==> config.mk <==
export PLATFORM = sky130hd
export DESIGN_NAME = sts_div
export DESIGN_NICKNAME = d
export VERILOG_FILES = /design/src/hw/rtl/sts_pkg.sv /design/src/hw/rtl/sts_div.sv
export SDC_FILE = /design/constraint.sdc
export NUM_CORES = 1
export LEC_CHECK = 0
export ABC_AREA = 1
export BUFFER_PORTS_ARGS = -buffer_cell sky130_fd_sc_hd__clkbuf_2
export CAP_MARGIN = 20
export CORE_ASPECT_RATIO = 0.9
export CORE_MARGIN = 10
export CORE_UTILIZATION = 59
export DETAILED_ROUTE_END_ITERATION = 16
export MAX_ROUTING_LAYER = met4
export PLACE_DENSITY = 0.8
export SETUP_SLACK_MARGIN = 0.4
export SLEW_MARGIN = 40
export SYNTH_ARGS = -nofsm -noshare
export SYNTH_HDL_FRONTEND = slang
export SYNTH_SLANG_ARGS = --single-unit
==> constraint.sdc <==
create_clock -name clock -period 7.8 [get_ports clock]
set_input_delay 0.78 -clock clock [delete_from_list [all_inputs] [get_ports clock]]
set_output_delay 0.78 -clock clock [all_outputs]
set_load 0.05 [all_outputs]
==> src/hw/rtl/sts_pkg.sv <==
// ----------------------------------------------------------------------------
// Sorted table search package
// Widths, command and status codes, state type and divider control.
// ----------------------------------------------------------------------------
package sts_pkg;

   localparam int TABLE_DEPTH = 1024;
   localparam int IDX_W       = $clog2(TABLE_DEPTH);
   localparam int VALUE_W     = 32;
   localparam int STATUS_W    = 2;
   // signed table position, holds -1 and TABLE_DEPTH
   localparam int POS_W       = IDX_W + 2;
   // differences of two entries
   localparam int NUM_W       = VALUE_W + 1;
   localparam int PROD_W      = NUM_W + POS_W;
   // quotient magnitude never exceeds the slice span
   localparam int QUOT_W      = IDX_W + 1;
   localparam int DIVISOR_W   = NUM_W;
   localparam int DIVIDEND_W  = DIVISOR_W + QUOT_W - 1;
   localparam int CNT_W       = $clog2(QUOT_W + 1);

   localparam logic CMD_LOAD   = 1'b0;
   localparam logic CMD_SEARCH = 1'b1;

   localparam logic MODE_BINARY = 1'b0;

   localparam logic [STATUS_W-1:0] STATUS_FOUND     = 2'd0;
   localparam logic [STATUS_W-1:0] STATUS_NOT_FOUND = 2'd1;
   localparam logic [STATUS_W-1:0] STATUS_BOUNDS    = 2'd2;
   localparam logic [STATUS_W-1:0] STATUS_UNSORTED  = 2'd3;

   typedef enum logic [3:0] {
      S_IDLE,
      S_BIN_PROBE,
      S_BIN_CMP,
      S_INT_RD_LO,
      S_INT_RD_HI,
      S_INT_CHECK,
      S_INT_MUL,
      S_INT_DIV_GO,
      S_INT_DIV_WAIT,
      S_INT_PROBE,
      S_INT_CMP,
      S_DONE
   } sts_state_type;

   typedef struct packed {
      logic start;
      logic negate;
   } sts_div_ctl_type;

endpackage

==> src/hw/rtl/sts_div.sv <==
// ----------------------------------------------------------------------------
// Sorted table search divider
// Restoring divider on magnitudes, one quotient bit per cycle, signed result.
// ----------------------------------------------------------------------------
module sts_div (
   input  logic                              clock,
   input  logic                              reset,
   input  sts_pkg::sts_div_ctl_type          div_ctl,
   input  logic [sts_pkg::DIVIDEND_W-1:0]    dividend,
   input  logic [sts_pkg::DIVISOR_W-1:0]     divisor,
   output logic                              div_done,
   output logic signed [sts_pkg::POS_W-1:0]  quotient
);
   import sts_pkg::*;

   logic                   busy_ff, busy_in;
   logic                   done_ff, done_in;
   logic [CNT_W-1:0]       cnt_ff, cnt_in;
   logic [DIVIDEND_W-1:0]  rem_ff, rem_in;
   logic [DIVIDEND_W-1:0]  dsh_ff, dsh_in;
   logic [QUOT_W-1:0]      quo_ff, quo_in;
   logic                   neg_ff, neg_in;
   logic                   fits;
   logic signed [POS_W-1:0] quo_ext;

   assign fits = rem_ff >= dsh_ff;

   always_comb begin
      busy_in = busy_ff;
      done_in = 1'b0;
      cnt_in  = cnt_ff;
      rem_in  = rem_ff;
      dsh_in  = dsh_ff;
      quo_in  = quo_ff;
      neg_in  = neg_ff;
      if (div_ctl.start) begin
         busy_in = 1'b1;
         cnt_in  = CNT_W'(QUOT_W);
         rem_in  = dividend;
         dsh_in  = DIVIDEND_W'({divisor, {(QUOT_W-1){1'b0}}});
         quo_in  = '0;
         neg_in  = div_ctl.negate;
      end else if (busy_ff) begin
         if (fits) begin
            rem_in = rem_ff - dsh_ff;
         end
         quo_in = {quo_ff[QUOT_W-2:0], fits};
         dsh_in = dsh_ff >> 1;
         cnt_in = cnt_ff - CNT_W'(1);
         if (cnt_ff == CNT_W'(1)) begin
            busy_in = 1'b0;
            done_in = 1'b1;
         end
      end
   end

   always_ff @(posedge clock) begin
      if (reset) begin
         busy_ff <= 1'b0;
         done_ff <= 1'b0;
      end else begin
         busy_ff <= busy_in;
         done_ff <= done_in;
      end
   end

   always_ff @(posedge clock) begin
      cnt_ff <= cnt_in;
      rem_ff <= rem_in;
      dsh_ff <= dsh_in;
      quo_ff <= quo_in;
      neg_ff <= neg_in;
   end

   assign quo_ext  = signed'(POS_W'(quo_ff));
   assign quotient = neg_ff ? -quo_ext : quo_ext;
   assign div_done = done_ff;

endmodule

==> flow_summary.ini <==
[timing]
relSlewSlack_pct = 50.5
finalMaxSlewViolations = 0
setup-violations-final = 0
hold_viol = 0
tns_ns = 0
fin_skew_ns = 0.0155
fmax_mhz = 355
period_needed_ns = 2.82
rsz0062_at_grt = no
worstMarginPinSlew_ns = 0.742
min_period_over_period_pct = 36.1

[drt]
vias = 7250
routedWlPerCell_um = 13.9
drt_iter0_drc = 508
drc = 0
wl_met1_um = 9580
met3WireLength_um = 1040
wirelength_um = 19700
drtAntennaViolNets = 0
vias_per_cell = 5.12
wl_met2_um = 8860
maxUsedRoutingLayer = met4
drt_pass1_iterations = 7

[finish]
multi_input_area_sq_mm = 0.00417
final_common_cell = nand2_1
antennaDiodeCount = 0
nets = 1370
layout.cells.non_filler = 1416
seqCellArea_sq_mm = 0.00285
nFillCells = 1232
area_growth_pct = 11.7
layout_common_cells = 405 x nand2_1, 209 x inv_1, 91 x clkbuf_2, 77 x edfxtp_1, 66 x nor2_1
drive_gt1_share_pct = 15.1

[grt]
grt_start_max_net_pins = 98
groute.usage.overall_pct = 22.0
grt_pass1_vias = 6948
overflow = 0
grt_pass1_wl_um = 32500
antenna_found_initial = 0

[setup_path]
startpoint_type = flip-flop
critical_path_arrival_ns = 2.04
criticalPathCategory = reg2out
critPathSlowestCell = dfxtp_1
crit_path_cell_trace = inv_1 -> ha_1 -> inv_1 -> nor3_1 -> nand2_1 -> nor2_1 -> a41oi_1 -> xor2_1 -> clkbuf_2
path_buf_inv = 3
slowest_delay_ns = 0.30
crit_family = simple AND/OR/NAND/NOR gates
crit_fanout = 5
required_ns = 7.02
endpoint_kind = primary output
path_common_cell = inv_1

[cts]
cts_made_buffers = 9
htree_levels = 3
cts_tree = built
root_buffer = clkbuf_16
post_cts_resized = 0
clkTransAtPathRegs_ns = 0.07
postCtsSetupRepairBufs = 0
clockBufferDepth = 2
clock_sinks = 104
hold_buffers = 0
worstSkewPairLatency_ns = 0.37

[job]
drv_cap = 0

[placed_design]
dp_hpwl_um = 15400
io_buffers = 92
gp_congestion = 0.998
dp_cells = 1400

[floorplan]
die_h_um = 130
fp.dieArea_sq_mm = 0.0185
start_util_pct = 59.8
ios = 93
core_sq_mm = 0.0133
dieWidth_um = 142
rows = 40

[logic_synthesis]
yosysSeqAreaShare_pct = 36.0
yosys_warnings = 0
synth.avg_cell_area_sq_um = 6.84
syn-cell-area_sq_mm = 0.00793
syn_inst = 1159
synth-main-ff-cell = edfxtp_1
synth_nets = 1286
synth_cell_type_count = 45
async_reset_ff_share_pct = 0
synth_edf_count = 77
synth_seq_cells = 104

[hold_path]
hold_class = reg2reg

[power_and_ir_drop]
irDropWorstVdd_v = 0.000164
pwr_density_cell_mw_per_mm2 = 247
p_leak_nw = 4.59

[status]
status = finished clean
flip-flops by register name (all words and copies together), names as in the netlist:
signal    count
div_done      1
rem_ff       43
neg_ff        1
dsh_ff       43
busy_ff       1
cnt_ff        4
quo_ff       11
synth_stat cells (2+ instances only):
| cell type | number | area, sq um |
|---|---|---|
| nor3_1 | 8 | 40.0 |
| xnor2_1 | 8 | 70.1 |
| nand4_1 | 6 | 37.5 |
| buf_1 | 3 | 11.3 |
| a21oi_1 | 34 | 170 |
| or2_1 | 4 | 25.0 |
| nand3_1 | 62 | 310 |
| nor2_4 | 7 | 78.8 |
| and2_1 | 2 | 12.5 |
| nand2_1 | 406 | 1520 |
| nor2_1 | 66 | 248 |
| o21ai_1 | 5 | 25.0 |
| buf_2 | 5 | 25.0 |
| ha_1 | 46 | 576 |
| nor2_2 | 12 | 75.1 |
| inv_1 | 210 | 788 |
| or2_2 | 6 | 37.5 |
| o21ai_0 | 58 | 290 |
| nand3_2 | 8 | 80.1 |
| nand2_2 | 27 | 169 |
| a21oi_2 | 2 | 17.5 |
| clkbuf_1 | 12 | 45.0 |
| o21bai_1 | 2 | 15.0 |
| edfxtp_1 | 77 | 2310 |
| dfxtp_1 | 27 | 541 |
| inv_2 | 8 | 30.0 |
| o22ai_1 | 18 | 113 |
| xor2_1 | 12 | 105 |
| nor3_2 | 2 | 20.0 |
kinds of logic after synthesis:
family | synth area share, %
buf+inv | 11.5
fa+ha+maj | 7.51
simple gates | 34.3
xor+xnor | 2.21
compound gates | 8.47
flops | 36.0
metrics by stage:
step           power, mW  hold slack [ns]  setup slack (ns)  instance area (sq um)  util [%]
2_1_floorplan       1.48            0.432              4.98                   7930         -
3_3_place_gp        1.69            0.455              4.11                   8530      64.3
3_5_place_dp        1.71            0.459              4.62                   8540      64.4
4_1_cts             2.19            0.473              4.97                   8850      66.8
5_1_grt             2.35            0.482              4.75                   8860      66.8
6_report            2.19            0.469              4.98                   8860      66.8
report_power, final:
group	switching, mW	internal [mW]	total, mW
combinational	0.667	0.335	1.00
sequential	0.0234	0.689	0.712
clock	0.215	0.261	0.475
routing by layer:
layer,vias up,global-route usage [%]
met5,-,-
met4,0,6.07
met3,15,3.78
met2,180,33.3
met1,3250,29.9
li1,3805,-
worst register-to-register path, cell delays in order, from the launching register on:
cell      delay (ns)
edfxtp_1        0.37
ha_1            0.38
nand2_1         0.13
nor2_1          0.28
nand2_1         0.14
nor3_2          0.22
nand4_1         0.12
nand2_1         0.07
nor2_1          0.03
nand2_1         0.12
nand2_1         0.10
nand2_4         0.47
final cells by class:
type                    count  area share (%)
multi-input cells         815            47.1
flip-flops and latches    104            32.2
inverters                 219            9.28
repair buffers             94            5.44
clock buffers              12            3.15
well taps                 168            2.37
clock inverters             4           0.424
path summary, 6_finish.rpt:
check / from / end / slack (ns) / cells after the start
worst max register to register: rem_ff[27] / rem_ff[17] / 4.98 / 11
worst max-delay path: quo_ff[1] / quotient[10] / 4.98 / 9
worst min register to register: quo_ff[0] / quo_ff[0] / 0.47 / 2
worst min-delay path: quo_ff[0] / quo_ff[0] / 0.47 / 2
Note: power is estimated with default switching activity, not from simulation.
